==> config.mk <==
export PLATFORM = sky130hd
export DESIGN_NAME = sha256_stream_hasher_unit
export DESIGN_NICKNAME = d
export VERILOG_FILES = /design/src/sv/sha_pkg.sv /design/src/sv/sha_front.sv /design/src/sv/sha_back.sv /design/src/sv/sha256_stream_hasher_unit.sv
export VERILOG_INCLUDE_DIRS = /design/src /design/src/sv
export SDC_FILE = /design/constraint.sdc
export NUM_CORES = 2
export LEC_CHECK = 0
export BUFFER_PORTS_ARGS = -buffer_cell sky130_fd_sc_hd__buf_2
export CORE_MARGIN = 8
export CORE_UTILIZATION = 25
export CTS_CLUSTER_DIAMETER = 80
export DETAILED_ROUTE_END_ITERATION = 8
export GPL_TIMING_DRIVEN = 0
export PLACE_DENSITY = 0.42
export REMOVE_ABC_BUFFERS = 1
export SETUP_SLACK_MARGIN = 0.5
export SYNTH_ARGS = -nofsm -noshare
export SYNTH_HDL_FRONTEND = slang
export SYNTH_SLANG_ARGS = --single-unit
==> constraint.sdc <==
create_clock -name clk -period 16.67 [get_ports clk]
set_input_delay 0.8335 -clock clk [delete_from_list [all_inputs] [get_ports clk]]
set_output_delay 0.8335 -clock clk [all_outputs]
set_load 0.02 [all_outputs]
==> src/sv/assert_macros.svh <==
// ----------------------------------------------------------------------------
// assert_macros.svh
// shared concurrent assertion macros, compiled out when SYNTH is defined
// ----------------------------------------------------------------------------
`ifndef ASSERT_MACROS_SVH
`define ASSERT_MACROS_SVH
`ifndef SYNTH
// property checked on every rising edge outside reset
`define ASSERT_CLK(lbl, clk, rst_n, prop) \
	lbl: assert property (@(posedge clk) disable iff (!rst_n) prop) \
		else $error("assertion failed");
// implication checked on every rising edge outside reset
`define ASSERT_IMP(lbl, clk, rst_n, cond, prop) \
	lbl: assert property (@(posedge clk) disable iff (!rst_n) (cond) |-> (prop)) \
		else $error("assertion failed");
`else
`define ASSERT_CLK(lbl, clk, rst_n, prop)
`define ASSERT_IMP(lbl, clk, rst_n, cond, prop)
`endif
`endif

==> src/sv/sha_pkg.sv <==
// ----------------------------------------------------------------------------
// sha_pkg
// types, constants and round functions of the sha-256 stream hasher
// ----------------------------------------------------------------------------
package sha_pkg;

	// input word
	typedef struct packed {
		logic [31:0] data_word;
		logic [2:0]  byte_count;
		logic        last_word;
	} in_item_t;

	// result word
	typedef struct packed {
		logic [63:0] digest_part;
		logic [1:0]  part_index;
		logic        last_part;
	} out_item_t;

	// classified word between front and back
	typedef struct packed {
		logic [31:0] word;
		logic        last;
		logic        pad80;
		logic [63:0] bit_len;
	} q_item_t;

	typedef enum logic [2:0] {
		ST_FILL,
		ST_PAD,
		ST_COMP,
		ST_SUM,
		ST_DONE
	} back_state_t;

	localparam logic [2:0]  FULL_BYTES = 3'd4;
	localparam logic [31:0] PAD_WORD   = 32'h8000_0000;

	function automatic logic [31:0] init_word(input logic [2:0] i);
		logic [31:0] r;
		case (i)
			3'd0: r = 32'h6a09e667;
			3'd1: r = 32'hbb67ae85;
			3'd2: r = 32'h3c6ef372;
			3'd3: r = 32'ha54ff53a;
			3'd4: r = 32'h510e527f;
			3'd5: r = 32'h9b05688c;
			3'd6: r = 32'h1f83d9ab;
			default: r = 32'h5be0cd19;
		endcase
		return r;
	endfunction

	function automatic logic [31:0] round_k(input logic [5:0] t);
		logic [31:0] r;
		case (t)
			6'd0: r = 32'h428a2f98;  6'd1: r = 32'h71374491;
			6'd2: r = 32'hb5c0fbcf;  6'd3: r = 32'he9b5dba5;
			6'd4: r = 32'h3956c25b;  6'd5: r = 32'h59f111f1;
			6'd6: r = 32'h923f82a4;  6'd7: r = 32'hab1c5ed5;
			6'd8: r = 32'hd807aa98;  6'd9: r = 32'h12835b01;
			6'd10: r = 32'h243185be; 6'd11: r = 32'h550c7dc3;
			6'd12: r = 32'h72be5d74; 6'd13: r = 32'h80deb1fe;
			6'd14: r = 32'h9bdc06a7; 6'd15: r = 32'hc19bf174;
			6'd16: r = 32'he49b69c1; 6'd17: r = 32'hefbe4786;
			6'd18: r = 32'h0fc19dc6; 6'd19: r = 32'h240ca1cc;
			6'd20: r = 32'h2de92c6f; 6'd21: r = 32'h4a7484aa;
			6'd22: r = 32'h5cb0a9dc; 6'd23: r = 32'h76f988da;
			6'd24: r = 32'h983e5152; 6'd25: r = 32'ha831c66d;
			6'd26: r = 32'hb00327c8; 6'd27: r = 32'hbf597fc7;
			6'd28: r = 32'hc6e00bf3; 6'd29: r = 32'hd5a79147;
			6'd30: r = 32'h06ca6351; 6'd31: r = 32'h14292967;
			6'd32: r = 32'h27b70a85; 6'd33: r = 32'h2e1b2138;
			6'd34: r = 32'h4d2c6dfc; 6'd35: r = 32'h53380d13;
			6'd36: r = 32'h650a7354; 6'd37: r = 32'h766a0abb;
			6'd38: r = 32'h81c2c92e; 6'd39: r = 32'h92722c85;
			6'd40: r = 32'ha2bfe8a1; 6'd41: r = 32'ha81a664b;
			6'd42: r = 32'hc24b8b70; 6'd43: r = 32'hc76c51a3;
			6'd44: r = 32'hd192e819; 6'd45: r = 32'hd6990624;
			6'd46: r = 32'hf40e3585; 6'd47: r = 32'h106aa070;
			6'd48: r = 32'h19a4c116; 6'd49: r = 32'h1e376c08;
			6'd50: r = 32'h2748774c; 6'd51: r = 32'h34b0bcb5;
			6'd52: r = 32'h391c0cb3; 6'd53: r = 32'h4ed8aa4a;
			6'd54: r = 32'h5b9cca4f; 6'd55: r = 32'h682e6ff3;
			6'd56: r = 32'h748f82ee; 6'd57: r = 32'h78a5636f;
			6'd58: r = 32'h84c87814; 6'd59: r = 32'h8cc70208;
			6'd60: r = 32'h90befffa; 6'd61: r = 32'ha4506ceb;
			6'd62: r = 32'hbef9a3f7; default: r = 32'hc67178f2;
		endcase
		return r;
	endfunction

	function automatic logic [31:0] rotr(input logic [31:0] x, input int unsigned n);
		return (x >> n) | (x << (32 - n));
	endfunction

	function automatic logic [31:0] sig0(input logic [31:0] x);
		return rotr(x, 7) ^ rotr(x, 18) ^ (x >> 3);
	endfunction

	function automatic logic [31:0] sig1(input logic [31:0] x);
		return rotr(x, 17) ^ rotr(x, 19) ^ (x >> 10);
	endfunction

	function automatic logic [31:0] bsig0(input logic [31:0] x);
		return rotr(x, 2) ^ rotr(x, 13) ^ rotr(x, 22);
	endfunction

	function automatic logic [31:0] bsig1(input logic [31:0] x);
		return rotr(x, 6) ^ rotr(x, 11) ^ rotr(x, 25);
	endfunction

endpackage

==> src/sv/sha_front.sv <==
// ----------------------------------------------------------------------------
// sha_front
// takes message words, applies the end pad byte to a short last word, counts length, queues words
// ----------------------------------------------------------------------------
module sha_front (
	input  logic              clk,
	input  logic              arst_n,
	input  logic              push,
	output logic              full,
	input  sha_pkg::in_item_t in_word,
	input  logic              q_pop,
	output logic              q_empty,
	output sha_pkg::q_item_t  q_head
);

	sha_pkg::q_item_t mem_q [4];
	logic [1:0]       wr_q;
	logic [1:0]       rd_q;
	logic [2:0]       cnt_q;
	logic [60:0]      bytes_q;
	logic [2:0]       cnt_clamp;
	logic [60:0]      bytes_next;
	sha_pkg::q_item_t item;
	logic             do_push;
	logic             do_pop;

	assign full    = (cnt_q == 3'd4);
	assign q_empty = (cnt_q == 3'd0);
	assign q_head  = mem_q[rd_q];
	assign do_push = push && !full;
	assign do_pop  = q_pop && !q_empty;

	// classify the word: mask and pad a short last word, track length
	always_comb begin
		cnt_clamp = (in_word.byte_count > sha_pkg::FULL_BYTES) ?
			sha_pkg::FULL_BYTES : in_word.byte_count;
		if (!in_word.last_word) begin
			bytes_next = bytes_q + 61'd4;
		end else begin
			bytes_next = bytes_q + {58'd0, cnt_clamp};
		end
		item.word    = in_word.data_word;
		item.last    = in_word.last_word;
		item.pad80   = in_word.last_word && (cnt_clamp == sha_pkg::FULL_BYTES);
		item.bit_len = {bytes_next, 3'b000};
		if (in_word.last_word) begin
			case (cnt_clamp)
				3'd0: item.word = sha_pkg::PAD_WORD;
				3'd1: item.word = {in_word.data_word[31:24], 24'h800000};
				3'd2: item.word = {in_word.data_word[31:16], 16'h8000};
				3'd3: item.word = {in_word.data_word[31:8], 8'h80};
				default: item.word = in_word.data_word;
			endcase
		end
	end

	// queue storage
	always_ff @(posedge clk) begin
		if (do_push) begin
			mem_q[wr_q] <= item;
		end
	end

	// queue pointers and length count
	always_ff @(posedge clk or negedge arst_n) begin
		if (!arst_n) begin
			wr_q    <= '0;
			rd_q    <= '0;
			cnt_q   <= '0;
			bytes_q <= '0;
		end else begin
			if (do_push) begin
				wr_q    <= wr_q + 2'd1;
				bytes_q <= in_word.last_word ? 61'd0 : bytes_next;
			end
			if (do_pop) begin
				rd_q <= rd_q + 2'd1;
			end
			cnt_q <= cnt_q + {2'd0, do_push} - {2'd0, do_pop};
		end
	end

endmodule

==> src/sv/sha_back.sv <==
// ----------------------------------------------------------------------------
// sha_back
// builds 16-word blocks, adds pad, zero and length words, runs the rounds
// ----------------------------------------------------------------------------
`include "assert_macros.svh"
module sha_back (
	input  logic               clk,
	input  logic               arst_n,
	input  logic               q_empty,
	input  sha_pkg::q_item_t   q_head,
	output logic               q_pop,
	output logic               empty,
	input  logic               pop,
	output sha_pkg::out_item_t out_word
);

	sha_pkg::back_state_t st_q, st_d;
	logic [15:0][31:0] w_q;
	logic [7:0][31:0]  v_q;
	logic [7:0][31:0]  chain_q;
	logic [7:0][31:0]  dig_q;
	logic [3:0]        fill_q;
	logic [5:0]        round_q;
	logic              pad_act_q;
	logic              pad80_q;
	logic              len_lo_q;
	logic              final_q;
	logic [63:0]       len_q;
	logic              out_valid_q;
	logic [1:0]        part_q;
	logic              wr_en;
	logic [31:0]       wr_word;
	logic [31:0]       w_t;
	logic [31:0]       t1;
	logic [31:0]       t2;
	logic              dig_load;

	// next state and word source
	always_comb begin
		st_d    = st_q;
		q_pop   = 1'b0;
		wr_en   = 1'b0;
		wr_word = q_head.word;
		unique case (st_q)
			sha_pkg::ST_FILL: begin
				if (!q_empty) begin
					q_pop = 1'b1;
					wr_en = 1'b1;
					if (fill_q == 4'd15) begin
						st_d = sha_pkg::ST_COMP;
					end else if (q_head.last) begin
						st_d = sha_pkg::ST_PAD;
					end
				end
			end
			sha_pkg::ST_PAD: begin
				wr_en = 1'b1;
				if (pad80_q) begin
					wr_word = sha_pkg::PAD_WORD;
				end else if (len_lo_q) begin
					wr_word = len_q[31:0];
				end else if (fill_q == 4'd14) begin
					wr_word = len_q[63:32];
				end else begin
					wr_word = '0;
				end
				if (fill_q == 4'd15) begin
					st_d = sha_pkg::ST_COMP;
				end
			end
			sha_pkg::ST_COMP: begin
				if (round_q == 6'd63) begin
					st_d = sha_pkg::ST_SUM;
				end
			end
			sha_pkg::ST_SUM: begin
				if (final_q) begin
					st_d = sha_pkg::ST_DONE;
				end else if (pad_act_q) begin
					st_d = sha_pkg::ST_PAD;
				end else begin
					st_d = sha_pkg::ST_FILL;
				end
			end
			sha_pkg::ST_DONE: begin
				if (!out_valid_q) begin
					st_d = sha_pkg::ST_FILL;
				end
			end
			default: st_d = sha_pkg::ST_FILL;
		endcase
	end

	// schedule word and round sums
	always_comb begin
		if (round_q < 6'd16) begin
			w_t = w_q[0];
		end else begin
			w_t = w_q[0] + sha_pkg::sig0(w_q[1]) + w_q[9] + sha_pkg::sig1(w_q[14]);
		end
		t1 = v_q[7] + sha_pkg::bsig1(v_q[4]) + ((v_q[4] & v_q[5]) ^ (~v_q[4] & v_q[6]))
			+ sha_pkg::round_k(round_q) + w_t;
		t2 = sha_pkg::bsig0(v_q[0])
			+ ((v_q[0] & v_q[1]) ^ (v_q[0] & v_q[2]) ^ (v_q[1] & v_q[2]));
	end

	always_ff @(posedge clk or negedge arst_n) begin
		if (!arst_n) begin
			st_q <= sha_pkg::ST_FILL;
		end else begin
			st_q <= st_d;
		end
	end

	// message window and working variables
	always_ff @(posedge clk) begin
		if (wr_en) begin
			w_q <= {wr_word, w_q[15:1]};
		end else if (st_q == sha_pkg::ST_COMP) begin
			w_q <= {w_t, w_q[15:1]};
		end
		if (st_q == sha_pkg::ST_COMP) begin
			v_q <= {v_q[6:4], v_q[3] + t1, v_q[2:0], t1 + t2};
		end else begin
			v_q <= chain_q;
		end
		if (st_q == sha_pkg::ST_FILL && q_pop && q_head.last) begin
			len_q <= q_head.bit_len;
		end
		if (st_q == sha_pkg::ST_DONE && !out_valid_q) begin
			dig_q <= chain_q;
		end
	end

	// control counters, chain value and output state
	always_ff @(posedge clk or negedge arst_n) begin
		if (!arst_n) begin
			fill_q      <= '0;
			round_q     <= '0;
			pad_act_q   <= 1'b0;
			pad80_q     <= 1'b0;
			len_lo_q    <= 1'b0;
			final_q     <= 1'b0;
			out_valid_q <= 1'b0;
			part_q      <= '0;
			for (int i = 0; i < 8; i++) begin
				chain_q[i] <= sha_pkg::init_word(3'(i));
			end
		end else begin
			if (wr_en) begin
				fill_q <= fill_q + 4'd1;
			end
			if (st_q == sha_pkg::ST_FILL && q_pop && q_head.last) begin
				pad_act_q <= 1'b1;
				pad80_q   <= q_head.pad80;
			end
			if (st_q == sha_pkg::ST_PAD) begin
				if (pad80_q) begin
					pad80_q <= 1'b0;
				end else if (len_lo_q) begin
					len_lo_q  <= 1'b0;
					pad_act_q <= 1'b0;
					final_q   <= 1'b1;
				end else if (fill_q == 4'd14) begin
					len_lo_q <= 1'b1;
				end
			end
			if (st_q == sha_pkg::ST_COMP) begin
				round_q <= round_q + 6'd1;
			end
			if (st_q == sha_pkg::ST_SUM) begin
				for (int i = 0; i < 8; i++) begin
					chain_q[i] <= chain_q[i] + v_q[i];
				end
			end
			if (st_q == sha_pkg::ST_DONE && !out_valid_q) begin
				out_valid_q <= 1'b1;
				part_q      <= '0;
				final_q     <= 1'b0;
				for (int i = 0; i < 8; i++) begin
					chain_q[i] <= sha_pkg::init_word(3'(i));
				end
			end else if (out_valid_q && pop) begin
				part_q <= part_q + 2'd1;
				if (part_q == 2'd3) begin
					out_valid_q <= 1'b0;
				end
			end
		end
	end

	// result word
	assign empty                = !out_valid_q;
	assign out_word.digest_part = {dig_q[{part_q, 1'b0}], dig_q[{part_q, 1'b1}]};
	assign out_word.part_index  = part_q;
	assign out_word.last_part   = (part_q == 2'd3);

	// digest load cycle
	assign dig_load = (st_q == sha_pkg::ST_DONE) && !out_valid_q;

	`ASSERT_IMP(a_fill_zero_in_rounds, clk, arst_n, st_q == sha_pkg::ST_COMP, fill_q == 4'd0)
	`ASSERT_IMP(a_round_idle, clk, arst_n, st_q != sha_pkg::ST_COMP, round_q == 6'd0)
	`ASSERT_CLK(a_done_leaves, clk, arst_n, dig_load |=> (st_q == sha_pkg::ST_FILL && out_valid_q))
	`ASSERT_IMP(a_no_pop_outside_fill, clk, arst_n, q_pop, st_q == sha_pkg::ST_FILL)

endmodule

==> src/sv/sha256_stream_hasher_unit.sv <==
// ----------------------------------------------------------------------------
// sha256_stream_hasher_unit
// sha-256 digest of a word stream, four 64-bit digest words per message
// ----------------------------------------------------------------------------
// usage:
//  input queue: drive in_word and push while full is low; a word is taken on
//  each edge with push high and full low. the last word of a message sets
//  last_word and gives its valid leading byte count.
//  result queue: while empty is low out_word holds the oldest digest word;
//  pop takes it. four words per message, part 0 first, last_part on part 3.
//  timing: words enter a four-entry queue, one per cycle while it has room.
//  the back end moves one word a cycle into the block window while the queue
//  holds one, then runs the rounds and the chain add. after the last word it
//  writes the pad, zero and length words and runs the rounds of the final
//  block (and of one more block when the length spills into a new block),
//  adds into the chain and loads the digest.
//  reset clears the queue, the length count and the chain value.
//  a receiver that holds off pop stalls the back end only after it has
//  finished the next message; input keeps flowing until the queue fills.
// ----------------------------------------------------------------------------
module sha256_stream_hasher_unit (
	input  logic               clk,
	input  logic               arst_n,
	input  logic               push,
	output logic               full,
	input  sha_pkg::in_item_t  in_word,
	output logic               empty,
	input  logic               pop,
	output sha_pkg::out_item_t out_word
);

	logic             q_pop;
	logic             q_empty;
	sha_pkg::q_item_t q_head;

	// word intake and queue
	sha_front u_front (
		.clk     (clk),
		.arst_n  (arst_n),
		.push    (push),
		.full    (full),
		.in_word (in_word),
		.q_pop   (q_pop),
		.q_empty (q_empty),
		.q_head  (q_head)
	);

	// block build, rounds and digest output
	sha_back u_back (
		.clk      (clk),
		.arst_n   (arst_n),
		.q_empty  (q_empty),
		.q_head   (q_head),
		.q_pop    (q_pop),
		.empty    (empty),
		.pop      (pop),
		.out_word (out_word)
	);

endmodule

=== After elaboration in Yosys (flattened, before gate mapping) ===
Memory sizes are Yosys's and may differ from the RTL's.
Cells that the tools add are included.

* Input bits: 40
* Bits in read-only memories: 2048
* Register bits: 1432
* Memories: 2
* Memory bits (writable): 380
* Logic and storage cells: 208

{| class="wikitable"
|+ Memory list
! memory !! words !! bits a word !! read ports !! clocked after memory_dff !! wr ports !! line !! RTL
|-
| (name not given) || 64 || 32 || 1 || 0 || 0 || sha_pkg.sv:57 || <nowiki>case (t)</nowiki>
|-
| u_front.mem_q || 4 || 95 || 1 || 0 || 1 || sha_front.sv:16 || <nowiki>sha_pkg::q_item_t mem_q [4];</nowiki>
|}

* Muxes and demuxes: 51
* Eq/ne operators: 19
* Reductions and logical operators: 23
* Bitwise gates (word level): 28
* Magnitude comparators: 4
* Add/sub/neg operators: 27

{| class="wikitable"
|+ Operators by type and width
! cell !! count
|-
| two-way mux 512 bit || 2
|-
| two-way mux 256 bit || 3
|-
| adder 32 bit || 18
|-
| bitwise XOR 32 bit || 9
|-
| two-way mux 32 bit || 8
|-
| AND 32 bit || 5
|-
| binary-select mux 32 bit (select 2 bit) || 2
|-
| one-hot mux 32 bit (4 select lines) || 1
|-
| two-way mux 61 bit || 2
|-
| adder 61 x 3 -> 61 bit || 1
|-
| adder 61 x 3 -> 61 bit, second input constant || 1
|-
| inverter 32 bit || 1
|-
| OR 10 x 32 -> 32 bit || 1
|-
| OR 13 x 32 -> 32 bit || 1
|-
| OR 14 x 32 -> 32 bit || 1
|-
| OR 15 x 32 -> 32 bit || 1
|-
| OR 19 x 32 -> 32 bit || 1
|-
| OR 21 x 32 -> 32 bit || 1
|-
| OR 25 x 32 -> 32 bit || 1
|-
| OR 26 x 32 -> 32 bit || 1
|-
| OR 30 x 32 -> 32 bit || 1
|-
| OR 7 x 32 -> 32 bit || 1
|-
| bitwise XOR 32 x 22 -> 32 bit || 1
|-
| bitwise XOR 32 x 29 -> 32 bit || 1
|-
| other kinds (30) || 87
|}

=== Longest topological paths before layout ===
* Depth after elaboration: 10
* Mapped depth: 45

=== Hierarchy ===
A second synthesis with hierarchy kept.

* Cell total of the unflattened synthesis: 7951
* Area total of the unflattened synthesis: 93425.9 um2

{| class="wikitable"
|+ Modules (own cells, without submodules)
! module !! area an instance (um2) !! instances !! sequential area each (um2) !! cells each
|-
| sha_back || 73790.8 || 1 || 37185.7 || 6714
|-
| sha_front || 19635.1 || 1 || 13112.6 || 1237
|}

=== Worst setup path before layout ===
Ideal clock, no wire load.

* Path kind: reg-to-reg
* Start: register u_back.st_q[2]
* End: register u_back.w_q[0] (netlist name) (enable)
* Cell stages (with the launch flop): 7
* Setup time: 3.632 ns
* Data arrival time: 9.816 ns
* Required time: 13.038 ns
* Buffers on the path: 4
* Period minus slack after synthesis: 13.448 ns
* Slack: 3.222 ns
* Cells stage by stage: dfrtp_1 clkbuf_1 or3b_2 clkbuf_1 clkbuf_1 clkbuf_1 nand2_1

* Longest elaborated chain between the ends: 3
* Elaborated cells on any way between the ends: 5
* Those cells by class: eq/ne (2); mux (1); reduce/logical (2)

{| class="wikitable"
|+ RTL lines
! element !! line !! RTL
|-
| start: declaration || sha_back.sv:17 || <nowiki>sha_pkg::back_state_t st_q, st_d;</nowiki>
|-
| start signal: assignment || sha_back.sv:109 || <nowiki>st_q <= sha_pkg::ST_FILL;</nowiki>
|-
| start signal: assignment || sha_back.sv:111 || <nowiki>st_q <= st_d;</nowiki>
|-
| == test 3 x 1 -> 1 bit / zero test 3 bit (equally long branches) || sha_back.sv:44 || <nowiki>unique case (st_q)</nowiki>
|-
| one-hot mux 1 bit (2 select lines) || sha_back.sv:44 ||
|-
| nonzero test 2 bit (no source line) * || - ||
|-
| end signal: assignment || sha_back.sv:118 || <nowiki>w_q <= {wr_word, w_q[15:1]};</nowiki>
|-
| end signal: assignment || sha_back.sv:120 || <nowiki>w_q <= {w_t, w_q[15:1]};</nowiki>
|-
| end: declaration || sha_back.sv:18 || <nowiki>logic [15:0][31:0] w_q;</nowiki>
|}

Every way passes the cells marked *; elsewhere a longest branch is shown, timed or not.
A chain may end at the register's enable or synchronous reset.

=== Final worst setup path ===
* Start: register u_back.w_q[41] (netlist name)
* End: register u_back.v_q[31] (netlist name)

* Longest elaborated chain between the ends: 10
* Elaborated cells on any way between the ends: 11
* Those cells by class: add/sub (5); mux (2); bitwise (4)

{| class="wikitable"
|+ RTL lines
! element !! line !! RTL
|-
| OR 25 x 32 -> 32 bit / OR 14 x 32 -> 32 bit (equally long branches) || sha_pkg.sv:95 || <nowiki>return (x >> n) | (x << (32 - n));</nowiki>
|-
| bitwise XOR 32 bit || sha_pkg.sv:99 || <nowiki>return rotr(x, 7) ^ rotr(x, 18) ^ (x >> 3);</nowiki>
|-
| bitwise XOR 32 x 29 -> 32 bit * || sha_pkg.sv:99 ||
|-
| adder 32 bit * (3 in a row) || sha_back.sv:99 || <nowiki>w_t = w_q[0] + sha_pkg::sig0(w_q[1]) + w_q[9] + sha_pkg::sig1(w_q[14]);</nowiki>
|-
| two-way mux 32 bit * || sha_back.sv:96 || <nowiki>if (round_q < 6'd16) begin</nowiki>
|-
| adder 32 bit * || sha_back.sv:102 || <nowiki>+ sha_pkg::round_k(round_q) + w_t;</nowiki>
|-
| adder 32 bit * || sha_back.sv:123 || <nowiki>v_q <= {v_q[6:4], v_q[3] + t1, v_q[2:0], t1 + t2};</nowiki>
|-
| two-way mux 256 bit * || sha_back.sv:122 || <nowiki>if (st_q == sha_pkg::ST_COMP) begin</nowiki>
|-
| end signal: assignment || sha_back.sv:123 ||
|-
| end signal: assignment || sha_back.sv:125 || <nowiki>v_q <= chain_q;</nowiki>
|-
| end: declaration || sha_back.sv:19 || <nowiki>logic [7:0][31:0] v_q;</nowiki>
|}

Marks and branches as above.

==> flow_metrics.env <==
export IMPL_crit_reg2reg_launch="u_back.w_q[41]"
export IMPL_cts_root_to_sink_buffers=4
export IMPL_worst_slew_margin_rel_pct=7.761
export IMPL_tightest_slew_ps=1384
export IMPL_core_footprint_sq_um=368900
export IMPL_synth_distinct_cells=101
export IMPL_startpoint_kind_of_the_worst_setup_timing_path="flip-flop"
export IMPL_synth_flop_cell="sky130_fd_sc_hd__edfxtp_1"
export IMPL_layout_cell_area_non_filler_sq_um=106900
export IMPL_grt_first_pass_wirelength_mm=435.1
export IMPL_synthArstFlopShare_pct=19.02
export IMPL_run_status="complete, no violations"
export IMPL_drive_above_1_share_pct=11.10
export IMPL_hold_viol=0
export IMPL_dp_cells=12670
export IMPL_fin_nets=8594
export IMPL_hold_path_class="primary input to flip-flop"
export IMPL_synth_yosys_seq_area_share_pct=54.21
export IMPL_clock_fmax_ghz=0.08434
export IMPL_gr_total_overflow=0
export IMPL_route_vias_total=61330
export IMPL_grt_antenna_before_repair=9
export IMPL_hold_depth=2
export IMPL_ff2ff_setup_slack_ps=4810
export IMPL_drc=0
export IMPL_maxCapViolCount=0
export IMPL_io_pins=109
export IMPL_setup_viol=0
export IMPL_clock_sinks=1809
export IMPL_ys_seq_elements=1809
export IMPL_tritoncts_num_buffers=215
export IMPL_layout_commonest_cell="sky130_fd_sc_hd__edfxtp_1"
export IMPL_clock_skew_final_ps=76.82
export IMPL_worst_setup_path_type="flip-flop to flip-flop"
export IMPL_drt_pre_antenna_iters=6
export IMPL_timing_critical_path_fanout_max=5
export IMPL_initial_core_util_pct=25.11
export IMPL_end_kind="flip-flop"
export IMPL_critical_path_slowest_cell="sky130_fd_sc_hd__a21oi_1"
export IMPL_groute_usage_overall_pct=14.93
export IMPL_areaGrowthSynthToFinish_pct=15.44
export IMPL_count_of_input_and_output_buffers=108
export IMPL_worst_ep_arrival_time_ps=12600
export IMPL_finalWorstSetupSlack_ps=4813
export IMPL_chipHeight_microns=624.7
export IMPL_unrepaired_setup_endpoints_after_global_routing="false"
export IMPL_htree_num_levels=4
export IMPL_cp_slowest_stage_delay_ps=730
export IMPL_ff2ff_path_depth=43
export IMPL_clkLatencyLatePin_ps=910
export IMPL_ys_warnings_count=0
export IMPL_instances_no_fill=13080
export IMPL_final_max_slew_violation_count=0
export IMPL_mean_routed_wirelength_per_cell_microns=23.04
export IMPL_vias_per_cell=4.689
export IMPL_gp_congestion=0.8801
export IMPL_place_hpwl_mm=222.3
export IMPL_floorplan_die_area_sq_um=390200
export IMPL_hold_path_startpoint="pop"
export IMPL_placed_cell_area_sq_um=100000
export IMPL_fp_dieW_microns=624.7
export IMPL_synth_edf_count=1209
export IMPL_mostFrequentLayoutCells="1,209 x sky130_fd_sc_hd__edfxtp_1, 1,057 x sky130_fd_sc_hd__nand2_1, 496 x sky130_fd_sc_hd__a21oi_1"
export IMPL_post_cts_resized=0
export IMPL_crit_reg2reg_capture="u_back.v_q[31]"
export IMPL_grt_max_degree=105
export IMPL_drtIter0Drc=4973
export IMPL_synthCells=7889
export IMPL_worstHoldEndpoint="u_back.out_valid_q"
export IMPL_period_needed_ps=11860
export IMPL_clk_root_buffer_cell="sky130_fd_sc_hd__clkbuf_16"
export IMPL_drt_total_wl_mm=301.4
export IMPL_avgSynthCellArea_sq_um=11.74
export IMPL_via_count_of_the_first_global_routing_pass=60550
export IMPL_required_time_reported_for_the_critical_path_endpoint_ps=17420
export IMPL_crit_path_frequent_cell="sky130_fd_sc_hd__a21oi_1"
export IMPL_cts_tree="built"
export IMPL_n_fill_cell=37990
export IMPL_pre_cts_slack_ps=4676
export IMPL_cell_area_after_technology_mapping_sq_um=92610
export IMPL_final_min_period_over_clock_period_pct=71.13
export IMPL_detail_route_antenna_nets=0
export IMPL_finalSetupTns_ps=0
export IMPL_row_count=223
export IMPL_path_clk_slew_ps=60
-- state kept, by name (all words and copies together), names as in the netlist, 2 cells and up --
name             count
u_back.fill_q        4
u_back.part_q        2
u_front.rd_q         2
u_front.bytes_q     61
u_back.w_q         512
u_back.len_q        61
u_back.v_q         256
u_back.st_q          3
u_front.wr_q         2
u_front.mem_q      380
u_back.dig_q       256
u_front.cnt_q        3
u_back.chain_q     256
u_back.round_q       6
-- routing by layer --
metal	vias up	global-route usage [%]	part of all wire [%]
met5	-	0	0.0043
met4	2	4.029	2.7
met3	349	2.073	4.7
met2	1465	23.87	46
met1	30880	21.16	47
li1	28630	-	-
-- layout make-up --
type | instances | area (sq um) | share of cell area, %
sequential | 1809 | 50240 | 46.99
multi-input combinational | 5354 | 39770 | 37.20
tap | 4950 | 6193 | 5.793
timing repair buffer | 207 | 2495 | 2.334
clock buffer | 290 | 5917 | 5.534
antenna | 4 | 10.01 | 0.009362
clock inverter | 111 | 954.7 | 0.8929
inverter | 354 | 1336 | 1.250
-- cells in the mapped netlist (35+ instances only) --
cell	n	area, sq um
sky130_fd_sc_hd__inv_1	352	1321
sky130_fd_sc_hd__a211oi_1	57	427.9
sky130_fd_sc_hd__nand3_1	149	745.7
sky130_fd_sc_hd__nor3_1	129	645.6
sky130_fd_sc_hd__fa_1	197	3944
sky130_fd_sc_hd__mux2i_1	72	720.7
sky130_fd_sc_hd__xor2_1	231	2023
sky130_fd_sc_hd__nor2_1	362	1359
sky130_fd_sc_hd__dfxtp_1	256	5125
sky130_fd_sc_hd__xnor2_1	399	3495
sky130_fd_sc_hd__a21oi_1	496	2482
sky130_fd_sc_hd__nor2b_1	66	412.9
sky130_fd_sc_hd__a21o_1	209	1569
sky130_fd_sc_hd__nand2b_1	77	481.7
sky130_fd_sc_hd__and2_1	42	262.8
sky130_fd_sc_hd__dfstp_2	136	3573
sky130_fd_sc_hd__o31ai_1	35	262.8
sky130_fd_sc_hd__o21bai_1	53	397.9
sky130_fd_sc_hd__o21ai_0	430	2152
sky130_fd_sc_hd__ha_1	416	5205
sky130_fd_sc_hd__o21a_1	62	465.5
sky130_fd_sc_hd__clkbuf_1	310	1164
sky130_fd_sc_hd__buf_1	55	206.5
sky130_fd_sc_hd__nand2_1	1060	3979
sky130_fd_sc_hd__nand4_1	45	281.5
sky130_fd_sc_hd__edfxtp_1	1209	36300
sky130_fd_sc_hd__o21ai_1	101	505.5
sky130_fd_sc_hd__a31oi_1	45	281.5
sky130_fd_sc_hd__dfrtp_1	208	5205
sky130_fd_sc_hd__mux4_2	163	3671
-- per-stage QoR --
stage	utilization, %	hold slack (ps)
after floorplan	-	400.3
after global placement	26.55	400.6
after detailed placement	27.12	404.5
after CTS	28.98	139.5
after global routing	28.98	163.6
final	28.98	203.9
-- cell families after synthesis --
| group | Yosys count | share of synthesized area [%] |
|---|---|---|
| AOI/OAI and AO/OA | 1782 | 12.10 |
| xor gates and xnor gates | 630 | 5.958 |
| adders and majority gates | 631 | 10.07 |
| buffers and inverters | 726 | 2.952 |
| DFF | 1809 | 54.21 |
| muxes | 243 | 4.839 |
| and+or+nand+nor | 2068 | 9.861 |
-- critical path, delay by kind of cell (launching register included) --
kind                     cells  cell delay [ps]
XOR/XNOR                     6             1690
AO/OA/AOI/OAI               23             5200
AND/OR/NAND/NOR              3              430
flip-flops                   1              610
buffers and inverters        3              150
adder cells (fa/ha/maj)      8             3620
-- what timing repair did --
action / CTS / global route
hold endpoints to repair: 27 / 0
setup buffers: 0 / 0
hold buffers: 1 / 0
-- worst max-delay path by stage --
stage / start / end / slack (ps) / cells past startpoint
2_1_floorplan: u_back.st_q[1] / u_back.w_q[0] / -2670 / 2
3_3_place_gp: u_back.st_q[1] / u_back.w_q[114] / -17880 / 2
3_5_place_dp: u_back.w_q[41] / u_back.v_q[31] / 4680 / 43
4_1_cts: u_back.w_q[41] / u_back.v_q[31] / 4560 / 43
5_1_grt: u_back.w_q[41] / u_back.v_q[31] / 4210 / 43
6_report: u_back.w_q[41] / u_back.v_q[31] / 4810 / 43
Power is left out: the tool's default activity adds up to more than one toggle a clock period on the data nets, which glitch-free logic cannot reach.
